`config.mk`:
```
export PLATFORM = sky130hd
export DESIGN_NAME = two_wire_humidity_sensor_master
export DESIGN_NICKNAME = d
export VERILOG_FILES = /design/src/sv/thsm_pkg.sv /design/src/sv/thsm_step.sv /design/src/sv/two_wire_humidity_sensor_master.sv
export SDC_FILE = /design/constraint.sdc
export NUM_CORES = 1
export LEC_CHECK = 0
export ABC_AREA = 0
export ABC_CLOCK_PERIOD_IN_PS = 3500
export BUFFER_PORTS_ARGS = -buffer_cell sky130_fd_sc_hd__buf_4
export CORE_UTILIZATION = 45
export CTS_CLUSTER_SIZE = 14
export DETAILED_ROUTE_END_ITERATION = 10
export GPL_TIMING_DRIVEN = 0
export HOLD_SLACK_MARGIN = 0.06
export PLACE_DENSITY = 0.71
export SLEW_MARGIN = 20
export SYNTH_ARGS = -nofsm -noshare
export SYNTH_HDL_FRONTEND = slang
export SYNTH_SLANG_ARGS = --single-unit
```
`constraint.sdc`:
```
create_clock -name i_clk -period 3.5 [get_ports i_clk]
set_input_delay 0.525 -clock i_clk [delete_from_list [all_inputs] [get_ports i_clk]]
set_output_delay 0.525 -clock i_clk [all_outputs]
set_load 0.03 [all_outputs]
```
`src/sv/thsm_pkg.sv`:
```
// Shared types and constants of the two-wire humidity sensor master.
package thsm_pkg;

    localparam int unsigned PHASE_W = 5;

    localparam logic [PHASE_W-1:0] PH_IDLE     = 5'd0;
    localparam logic [PHASE_W-1:0] PH_ST1      = 5'd1;
    localparam logic [PHASE_W-1:0] PH_ST2      = 5'd2;
    localparam logic [PHASE_W-1:0] PH_ST3      = 5'd3;
    localparam logic [PHASE_W-1:0] PH_ST4      = 5'd4;
    localparam logic [PHASE_W-1:0] PH_ST5      = 5'd5;
    localparam logic [PHASE_W-1:0] PH_ST6      = 5'd6;
    localparam logic [PHASE_W-1:0] PH_CMD_DATA = 5'd7;
    localparam logic [PHASE_W-1:0] PH_CMD_CLKH = 5'd8;
    localparam logic [PHASE_W-1:0] PH_CMD_CLKL = 5'd9;
    localparam logic [PHASE_W-1:0] PH_ACK_REL  = 5'd10;
    localparam logic [PHASE_W-1:0] PH_ACK_LOW  = 5'd11;
    localparam logic [PHASE_W-1:0] PH_ACK_HIGH = 5'd12;
    localparam logic [PHASE_W-1:0] PH_WAIT     = 5'd13;
    localparam logic [PHASE_W-1:0] PH_RD1_H    = 5'd14;
    localparam logic [PHASE_W-1:0] PH_RD1_S    = 5'd15;
    localparam logic [PHASE_W-1:0] PH_MACK_DH  = 5'd16;
    localparam logic [PHASE_W-1:0] PH_MACK_DL  = 5'd17;
    localparam logic [PHASE_W-1:0] PH_MACK_CH  = 5'd18;
    localparam logic [PHASE_W-1:0] PH_MACK_CL  = 5'd19;
    localparam logic [PHASE_W-1:0] PH_RD2_REL  = 5'd20;
    localparam logic [PHASE_W-1:0] PH_RD2_H    = 5'd21;
    localparam logic [PHASE_W-1:0] PH_RD2_S    = 5'd22;
    localparam logic [PHASE_W-1:0] PH_END_D    = 5'd23;
    localparam logic [PHASE_W-1:0] PH_END_CH   = 5'd24;
    localparam logic [PHASE_W-1:0] PH_END_CL   = 5'd25;

    localparam int unsigned LVL_CLK = 0;
    localparam int unsigned LVL_DAT = 1;
    localparam int unsigned LVL_DRV = 2;

    localparam logic [2:0] ERR_ACK_LOW  = 3'b001;
    localparam logic [2:0] ERR_ACK_HIGH = 3'b010;
    localparam logic [2:0] ERR_TIMEOUT  = 3'b100;

    localparam logic [15:0] WAIT_LIMIT_RESET = 16'd100;

    typedef struct packed {
        logic [PHASE_W-1:0] phase;
        logic [3:0]         bit_count;
        logic [15:0]        shift_word;
        logic [7:0]         command_hold;
        logic [15:0]        poll_count;
        logic [2:0]         error_hold;
        logic [2:0]         line_levels;
    } t_state;

    typedef struct packed {
        logic        clock_out;
        logic        data_out;
        logic        data_drive;
        logic        busy_res;
        logic        done_res;
        logic [15:0] reading;
        logic [2:0]  error_flags;
    } t_result;

endpackage

```
`src/sv/thsm_step.sv`:
```
// Next-state and result logic for one bit-time tick of the sensor exchange.
module thsm_step (
    input  thsm_pkg::t_state  i_state,
    input  logic              i_mode,
    input  logic [7:0]        i_command,
    input  logic              i_data_in,
    input  logic [15:0]       i_wait_limit,
    output thsm_pkg::t_state  o_state,
    output thsm_pkg::t_result o_result
);

    logic        done;
    logic [3:0]  bit_inc;
    logic [15:0] poll_inc;
    logic [2:0]  cmd_idx;

    assign bit_inc  = i_state.bit_count + 4'd1;
    assign poll_inc = i_state.poll_count + 16'd1;
    assign cmd_idx  = 3'd7 - i_state.bit_count[2:0];

    always_comb begin
        o_state = i_state;
        done    = 1'b0;
        unique case (i_state.phase) inside
            thsm_pkg::PH_IDLE: begin
                if (i_mode) begin
                    o_state.command_hold = i_command;
                    o_state.error_hold   = 3'd0;
                    o_state.shift_word   = 16'd0;
                    o_state.bit_count    = 4'd0;
                    o_state.poll_count   = 16'd0;
                    o_state.line_levels  = 3'd0;
                    o_state.line_levels[thsm_pkg::LVL_DRV] = 1'b1;
                    o_state.line_levels[thsm_pkg::LVL_DAT] = 1'b1;
                    o_state.phase = thsm_pkg::PH_ST1;
                end
            end
            thsm_pkg::PH_ST1: begin
                o_state.line_levels[thsm_pkg::LVL_CLK] = 1'b1;
                o_state.phase = thsm_pkg::PH_ST2;
            end
            thsm_pkg::PH_ST2: begin
                o_state.line_levels[thsm_pkg::LVL_DAT] = 1'b0;
                o_state.phase = thsm_pkg::PH_ST3;
            end
            thsm_pkg::PH_ST3: begin
                o_state.line_levels[thsm_pkg::LVL_CLK] = 1'b0;
                o_state.phase = thsm_pkg::PH_ST4;
            end
            thsm_pkg::PH_ST4: begin
                o_state.line_levels[thsm_pkg::LVL_CLK] = 1'b1;
                o_state.phase = thsm_pkg::PH_ST5;
            end
            thsm_pkg::PH_ST5: begin
                o_state.line_levels[thsm_pkg::LVL_DAT] = 1'b1;
                o_state.phase = thsm_pkg::PH_ST6;
            end
            thsm_pkg::PH_ST6: begin
                o_state.line_levels[thsm_pkg::LVL_CLK] = 1'b0;
                o_state.bit_count = 4'd0;
                o_state.phase = thsm_pkg::PH_CMD_DATA;
            end
            thsm_pkg::PH_CMD_DATA: begin
                o_state.line_levels[thsm_pkg::LVL_DRV] = 1'b1;
                o_state.line_levels[thsm_pkg::LVL_DAT] = i_state.command_hold[cmd_idx];
                o_state.phase = thsm_pkg::PH_CMD_CLKH;
            end
            thsm_pkg::PH_CMD_CLKH: begin
                o_state.line_levels[thsm_pkg::LVL_CLK] = 1'b1;
                o_state.phase = thsm_pkg::PH_CMD_CLKL;
            end
            thsm_pkg::PH_CMD_CLKL: begin
                o_state.line_levels[thsm_pkg::LVL_CLK] = 1'b0;
                if (i_state.bit_count >= 4'd7) begin
                    o_state.bit_count = 4'd0;
                    o_state.phase = thsm_pkg::PH_ACK_REL;
                end else begin
                    o_state.bit_count = bit_inc;
                    o_state.phase = thsm_pkg::PH_CMD_DATA;
                end
            end
            thsm_pkg::PH_ACK_REL: begin
                o_state.line_levels[thsm_pkg::LVL_CLK] = 1'b1;
                o_state.line_levels[thsm_pkg::LVL_DRV] = 1'b0;
                o_state.line_levels[thsm_pkg::LVL_DAT] = 1'b0;
                o_state.phase = thsm_pkg::PH_ACK_LOW;
            end
            thsm_pkg::PH_ACK_LOW: begin
                if (i_data_in) begin
                    o_state.error_hold = i_state.error_hold | thsm_pkg::ERR_ACK_LOW;
                end
                o_state.line_levels[thsm_pkg::LVL_CLK] = 1'b0;
                o_state.phase = thsm_pkg::PH_ACK_HIGH;
            end
            thsm_pkg::PH_ACK_HIGH: begin
                if (!i_data_in) begin
                    o_state.error_hold = i_state.error_hold | thsm_pkg::ERR_ACK_HIGH;
                end
                o_state.poll_count = 16'd0;
                o_state.phase = thsm_pkg::PH_WAIT;
            end
            thsm_pkg::PH_WAIT: begin
                o_state.poll_count = poll_inc;
                if (!i_data_in) begin
                    o_state.bit_count  = 4'd0;
                    o_state.shift_word = 16'd0;
                    o_state.phase = thsm_pkg::PH_RD1_H;
                end else if (poll_inc >= i_wait_limit || poll_inc == 16'd0) begin
                    o_state.error_hold = i_state.error_hold | thsm_pkg::ERR_TIMEOUT;
                    o_state.bit_count  = 4'd0;
                    o_state.shift_word = 16'd0;
                    o_state.phase = thsm_pkg::PH_RD1_H;
                end
            end
            thsm_pkg::PH_RD1_H, thsm_pkg::PH_RD2_H: begin
                o_state.line_levels[thsm_pkg::LVL_CLK] = 1'b1;
                o_state.phase = (i_state.phase == thsm_pkg::PH_RD1_H) ?
                                thsm_pkg::PH_RD1_S : thsm_pkg::PH_RD2_S;
            end
            thsm_pkg::PH_RD1_S, thsm_pkg::PH_RD2_S: begin
                o_state.shift_word = {i_state.shift_word[14:0], i_data_in};
                o_state.line_levels[thsm_pkg::LVL_CLK] = 1'b0;
                if (bit_inc >= 4'd8) begin
                    o_state.bit_count = 4'd0;
                    o_state.phase = (i_state.phase == thsm_pkg::PH_RD1_S) ?
                                    thsm_pkg::PH_MACK_DH : thsm_pkg::PH_END_D;
                end else begin
                    o_state.bit_count = bit_inc;
                    o_state.phase = (i_state.phase == thsm_pkg::PH_RD1_S) ?
                                    thsm_pkg::PH_RD1_H : thsm_pkg::PH_RD2_H;
                end
            end
            thsm_pkg::PH_MACK_DH, thsm_pkg::PH_END_D: begin
                o_state.line_levels[thsm_pkg::LVL_DRV] = 1'b1;
                o_state.line_levels[thsm_pkg::LVL_DAT] = 1'b1;
                o_state.phase = (i_state.phase == thsm_pkg::PH_MACK_DH) ?
                                thsm_pkg::PH_MACK_DL : thsm_pkg::PH_END_CH;
            end
            thsm_pkg::PH_MACK_DL: begin
                o_state.line_levels[thsm_pkg::LVL_DAT] = 1'b0;
                o_state.phase = thsm_pkg::PH_MACK_CH;
            end
            thsm_pkg::PH_MACK_CH, thsm_pkg::PH_END_CH: begin
                o_state.line_levels[thsm_pkg::LVL_CLK] = 1'b1;
                o_state.phase = (i_state.phase == thsm_pkg::PH_MACK_CH) ?
                                thsm_pkg::PH_MACK_CL : thsm_pkg::PH_END_CL;
            end
            thsm_pkg::PH_MACK_CL: begin
                o_state.line_levels[thsm_pkg::LVL_CLK] = 1'b0;
                o_state.phase = thsm_pkg::PH_RD2_REL;
            end
            thsm_pkg::PH_RD2_REL: begin
                o_state.line_levels[thsm_pkg::LVL_DRV] = 1'b0;
                o_state.line_levels[thsm_pkg::LVL_DAT] = 1'b0;
                o_state.bit_count = 4'd0;
                o_state.phase = thsm_pkg::PH_RD2_H;
            end
            thsm_pkg::PH_END_CL: begin
                o_state.line_levels[thsm_pkg::LVL_CLK] = 1'b0;
                done = 1'b1;
                o_state.phase = thsm_pkg::PH_IDLE;
            end
            default: begin
                o_state.phase = thsm_pkg::PH_IDLE;
            end
        endcase
    end

    always_comb begin
        o_result.clock_out   = o_state.line_levels[thsm_pkg::LVL_CLK];
        o_result.data_out    = o_state.line_levels[thsm_pkg::LVL_DAT];
        o_result.data_drive  = o_state.line_levels[thsm_pkg::LVL_DRV];
        o_result.busy_res    = (o_state.phase != thsm_pkg::PH_IDLE);
        o_result.done_res    = done;
        o_result.reading     = done ? o_state.shift_word : 16'd0;
        o_result.error_flags = o_state.error_hold;
    end

endmodule

```
`src/sv/two_wire_humidity_sensor_master.sv`:
```
// Top level of the two-wire humidity sensor master with its handshake registers.
// Usage: every input transaction is either a bit-time tick (i_mode = 0) carrying
// the sampled data line level in i_data_in, or a start request (i_mode = 1)
// carrying the command byte in i_command. Each input transaction yields exactly
// one output transaction with the clock, data and drive levels to put on the
// lines, the busy and done flags, the 16-bit reading (nonzero only with done)
// and the sticky error flags.
// The input is registered, and one tick of the sequencer then updates the
// exchange state and the output register once the output register is free to
// take the result. One transaction is accepted per cycle while the receiver
// takes each output; the sequencer step itself is combinational.
// When the receiver holds i_out_ready low, the output register holds its
// transaction, the input register fills, and o_in_ready falls until the output
// is taken. The configuration channel writes the wait limit and is always
// ready; write it only while no transaction is in flight.
// Synchronous reset returns the sequencer to idle with the clock low and the
// data line released, clears the error flags, empties both registers and sets
// the wait limit to 100.
module two_wire_humidity_sensor_master (
    input  logic        i_clk,
    input  logic        i_rst_n,
    input  logic        i_in_valid,
    output logic        o_in_ready,
    input  logic        i_mode,
    input  logic [7:0]  i_command,
    input  logic        i_data_in,
    output logic        o_out_valid,
    input  logic        i_out_ready,
    output logic        o_clock_out,
    output logic        o_data_out,
    output logic        o_data_drive,
    output logic        o_busy_res,
    output logic        o_done_res,
    output logic [15:0] o_reading,
    output logic [2:0]  o_error_flags,
    input  logic        i_cfg_valid,
    output logic        o_cfg_ready,
    input  logic [15:0] i_cfg_data
);

    logic               r_in_valid;
    logic               r_mode;
    logic [7:0]         r_command;
    logic               r_data_in;
    logic               r_out_valid;
    logic [15:0]        r_wait_limit;
    thsm_pkg::t_state   r_state;
    thsm_pkg::t_state   n_state;
    thsm_pkg::t_result  r_result;
    thsm_pkg::t_result  n_result;
    logic               advance;

    assign advance     = r_in_valid && (!r_out_valid || i_out_ready);
    assign o_in_ready  = !r_in_valid || advance;
    assign o_cfg_ready = 1'b1;

    thsm_step u_step (
        .i_state      (r_state),
        .i_mode       (r_mode),
        .i_command    (r_command),
        .i_data_in    (r_data_in),
        .i_wait_limit (r_wait_limit),
        .o_state      (n_state),
        .o_result     (n_result)
    );

    always_ff @(posedge i_clk) begin
        if (!i_rst_n) begin
            r_in_valid   <= 1'b0;
            r_out_valid  <= 1'b0;
            r_wait_limit <= thsm_pkg::WAIT_LIMIT_RESET;
            r_state      <= '0;
        end else begin
            if (i_cfg_valid) begin
                r_wait_limit <= i_cfg_data;
            end
            if (o_in_ready) begin
                r_in_valid <= i_in_valid;
            end
            if (advance) begin
                r_state     <= n_state;
                r_out_valid <= 1'b1;
            end else if (i_out_ready) begin
                r_out_valid <= 1'b0;
            end
        end
    end

    always_ff @(posedge i_clk) begin
        if (o_in_ready && i_in_valid) begin
            r_mode    <= i_mode;
            r_command <= i_command;
            r_data_in <= i_data_in;
        end
        if (advance) begin
            r_result <= n_result;
        end
    end

    assign o_out_valid   = r_out_valid;
    assign o_clock_out   = r_result.clock_out;
    assign o_data_out    = r_result.data_out;
    assign o_data_drive  = r_result.data_drive;
    assign o_busy_res    = r_result.busy_res;
    assign o_done_res    = r_result.done_res;
    assign o_reading     = r_result.reading;
    assign o_error_flags = r_result.error_flags;

endmodule
```
==> impl_metrics.env <==
export IMPL_worst_path_max_fanout=10
export IMPL_crit_path_cell_trace="ha_2, buf_4, inv_1, nor3_4, buf_4, xor2_1, ha_1, o21ai_0, a211oi_1, o2111ai_1, a21oi_2, a211oi_4, buf_4, a211oi_4, buf_4, o21ai_0"
export IMPL_timing_slew_headroom_pct=28.78
export IMPL_critPathMostFrequentCell="buf_4"
export IMPL_die_area_um2=12750
export IMPL_grt_ovfl_total=0
export IMPL_postSynthAreaPerCell_um2=8.494
export IMPL_min_path_cells=1
export IMPL_insertion_delay_ps=360
export IMPL_critical_path_class="reg2reg"
export IMPL_start_util_pct=46.10
export IMPL_fillers=1117
export IMPL_critPathTopFamily="compound AO/OA/AOI/OAI gates"
export IMPL_firstDrtPassIters=5
export IMPL_seq_power_share_pct=51.4
export IMPL_crit_arrival_ps=3580
export IMPL_power_leakage_nw=2.534
export IMPL_synth_edf_count=34
export IMPL_worstReg2RegEnd="r_state[30]"
export IMPL_dpl_worst_slack_ps=-439.3
export IMPL_status="completed"
export IMPL_place_congestion=0.9230
export IMPL_finalSetupViolCount=0
export IMPL_multi_input_area_um2=2836
export IMPL_final_cell_mix="nand2_1, nor2_1, dfxtp_1"
export IMPL_final_hold_violation_count=0
export IMPL_drv_cap=0
export IMPL_crit_path_end_kind="flip-flop"
export IMPL_power_frac_comb_pct=11.0
export IMPL_antenna_found_initial=0
export IMPL_synth_seq_area_share_pct=44.83
export IMPL_max_stage_delay_ps=390
export IMPL_hold_buffers=0
export IMPL_fin_util_pct=54.27
export IMPL_viasPerCell=5.632
export IMPL_synth_distinct_cells=63
export IMPL_path_buf_inv=5
export IMPL_routed_wl_um=13090
export IMPL_coreArea_um2=12010
export IMPL_async_reset_ff_share_pct=0
export IMPL_seqCellArea_um2=2487
export IMPL_ir_drop_mv=0.2988
export IMPL_clockPowerShare_pct=37.7
export IMPL_clk_transition_reported_paths_ps=80
export IMPL_drc=0
export IMPL_final_cells=872
export IMPL_wire_per_inst_um=15.01
export IMPL_diodes=0
export IMPL_worst_pin_slew_ps=1059
export IMPL_skew_ps=11.21
export IMPL_h_tree_depth=3
export IMPL_cts_made_buffers=9
export IMPL_grt_pass1_vias=4592
export IMPL_synthToLayoutAreaGrowth_pct=17.71
export IMPL_drtIter0Drc=342
export IMPL_dp_cells=854
export IMPL_drt_antenna_violating_nets=0
export IMPL_powerDensity_nw_per_um2=400.8
export IMPL_cpMaxStageDelayCell="dfxtp_4"
export IMPL_grt_use_total_pct=21.64
export IMPL_dp_hpwl_um=9269
export IMPL_tns_ps=0
export IMPL_cp_start_kind="flip-flop"
export IMPL_required_ps=3740
export IMPL_max_freq_mhz=299.0
export IMPL_setup_ws_ps=155.3
export IMPL_num_vias=4911
export IMPL_root_buffer="clkbuf_16"
export IMPL_hold_class="in2reg"
export IMPL_syn_instance_count=652
export IMPL_die_h_um=112.9
export IMPL_fp_dieW_um=112.9
export IMPL_r2r_cells=16
export IMPL_hold_end="r_command[5]"
export IMPL_grt_max_degree=34
export IMPL_io_buffers=55
export IMPL_intPower_w=0.001922
export IMPL_grt_first_pass_wirelength_um=21980
export IMPL_r2r_start="r_state[6]"
export IMPL_final_max_slew_viol_count=0
export IMPL_worstHoldStart="i_command[5]"
export IMPL_swShare_pct=26.42
export IMPL_synth_area_um2=5538
export IMPL_r2r_setup_slack_ps=160
export IMPL_synth_nets=703
export IMPL_fin_crit_ps=3345
export IMPL_synth_warnings=0
export IMPL_layout_nets=771
export IMPL_final_common_cell="nand2_1"
export IMPL_io_pins=58
export IMPL_finalCritPeriodShare_pct=95.56
export IMPL_synthFlopType="dfxtp_1"
export IMPL_cts_max_path_buffers=2
export IMPL_cts_sinks=107
export IMPL_hold_worst_slack_ps=339.1
export IMPL_ys_ff_latch=107
export IMPL_p_switching_w=0.0006902
export IMPL_rows=40
export IMPL_cts_tree="yes"
export IMPL_layout_drive_gt1_share_pct=13.93
==> per-stage QoR <==
step           cell area [um2]  power [W]
2_1_floorplan             5538   0.001552
3_3_place_gp              6135   0.001649
3_5_place_dp              6136   0.001654
4_1_cts                   6466   0.002644
5_1_grt                   6519   0.002723
6_report                  6519   0.002613
==> power groups by stage <==
stage          logic (W)  registers [W]  clock network, W
6_report        0.000286        0.00134          0.000984
5_1_grt         0.000315        0.00135           0.00106
4_1_cts         0.000285        0.00134           0.00102
3_5_place_dp    0.000282        0.00137                 0
3_3_place_gp    0.000278        0.00137                 0
2_1_floorplan   0.000157        0.00140                 0
==> kinds of logic after synthesis <==
group,Yosys count,share of synthesized area [%]
simple gates,256,20.72
flops,107,44.83
mux,19,3.886
buf+inv,70,5.083
xor+xnor,22,3.479
compound gates,157,17.42
other cells,1,0.06772
fa+ha+maj,20,4.519
==> synthesized netlist by cell type, types with 3 or more instances <==
master / number / area share (%)
nand2_1: 92 / 6.2
nor2_1: 85 / 5.8
dfxtp_1: 73 / 26
a21oi_1: 54 / 4.9
edfxtp_1: 34 / 18
clkbuf_1: 33 / 2.2
o21ai_0: 33 / 3.0
inv_1: 23 / 1.6
ha_1: 20 / 4.5
nand3_1: 18 / 1.6
mux2i_1: 17 / 3.1
nor3_1: 12 / 1.1
or3_1: 11 / 1.2
xnor2_1: 11 / 1.7
xor2_1: 11 / 1.7
o21ai_1: 10 / 0.90
a21o_1: 9 / 1.2
a31oi_1: 8 / 0.90
nand4_1: 7 / 0.79
nor2b_1: 6 / 0.68
a22oi_1: 5 / 0.68
and3_1: 5 / 0.56
buf_1: 5 / 0.34
buf_2: 5 / 0.45
nand2b_1: 5 / 0.56
o211ai_1: 5 / 0.68
a211oi_1: 4 / 0.54
and2_1: 4 / 0.45
a21boi_0: 3 / 0.41
o22ai_1: 3 / 0.34
==> layer usage <==
metal  part of all wire [%]  routed length, um  track usage (%)
met5                      0                  0                0
met4                    2.7                348            9.825
met3                    6.1                800            4.446
met2                     47               6101            35.14
met1                     45               5840            27.85
==> sequential cells by signal, indices dropped and copies added (netlist names), 3 cells and up <==
| name | count |
|---|---|
| r_state | 55 |
| o_reading | 16 |
| r_wait_limit | 16 |
| r_command | 8 |
| o_error_flags | 3 |
==> layout make-up <==
cell class	count	share of cell area (%)
clock buffer	9	3.455
sequential	107	38.16
buffer	43	2.860
inverter	24	1.382
tap	147	2.821
timing repair buffer	60	6.910
clock inverter	7	0.9021
multi-input combinational	475	43.51
==> how the worst max path moves through the flow <==
stage,startpoint,to,slack [ps],depth (start not counted)
finish,r_state[6],r_state[30],160,16
global route,r_state[6],r_state[31],-20,16
CTS,r_state[7],r_state[30],30,16
detailed placement,r_state[6],o_error_flags[2],-440,12
global placement,r_state[6],o_error_flags[2],-430,12
floorplan,r_state[6],r_state[36],240,14
==> repair_timing <==
action	in CTS	in global routing
pin swaps	2	2
gates resized for setup	7	8
setup buffers	2	3
endpoints found under the setup margin	24	24
Note: power is estimated with default switching activity, not from simulation.
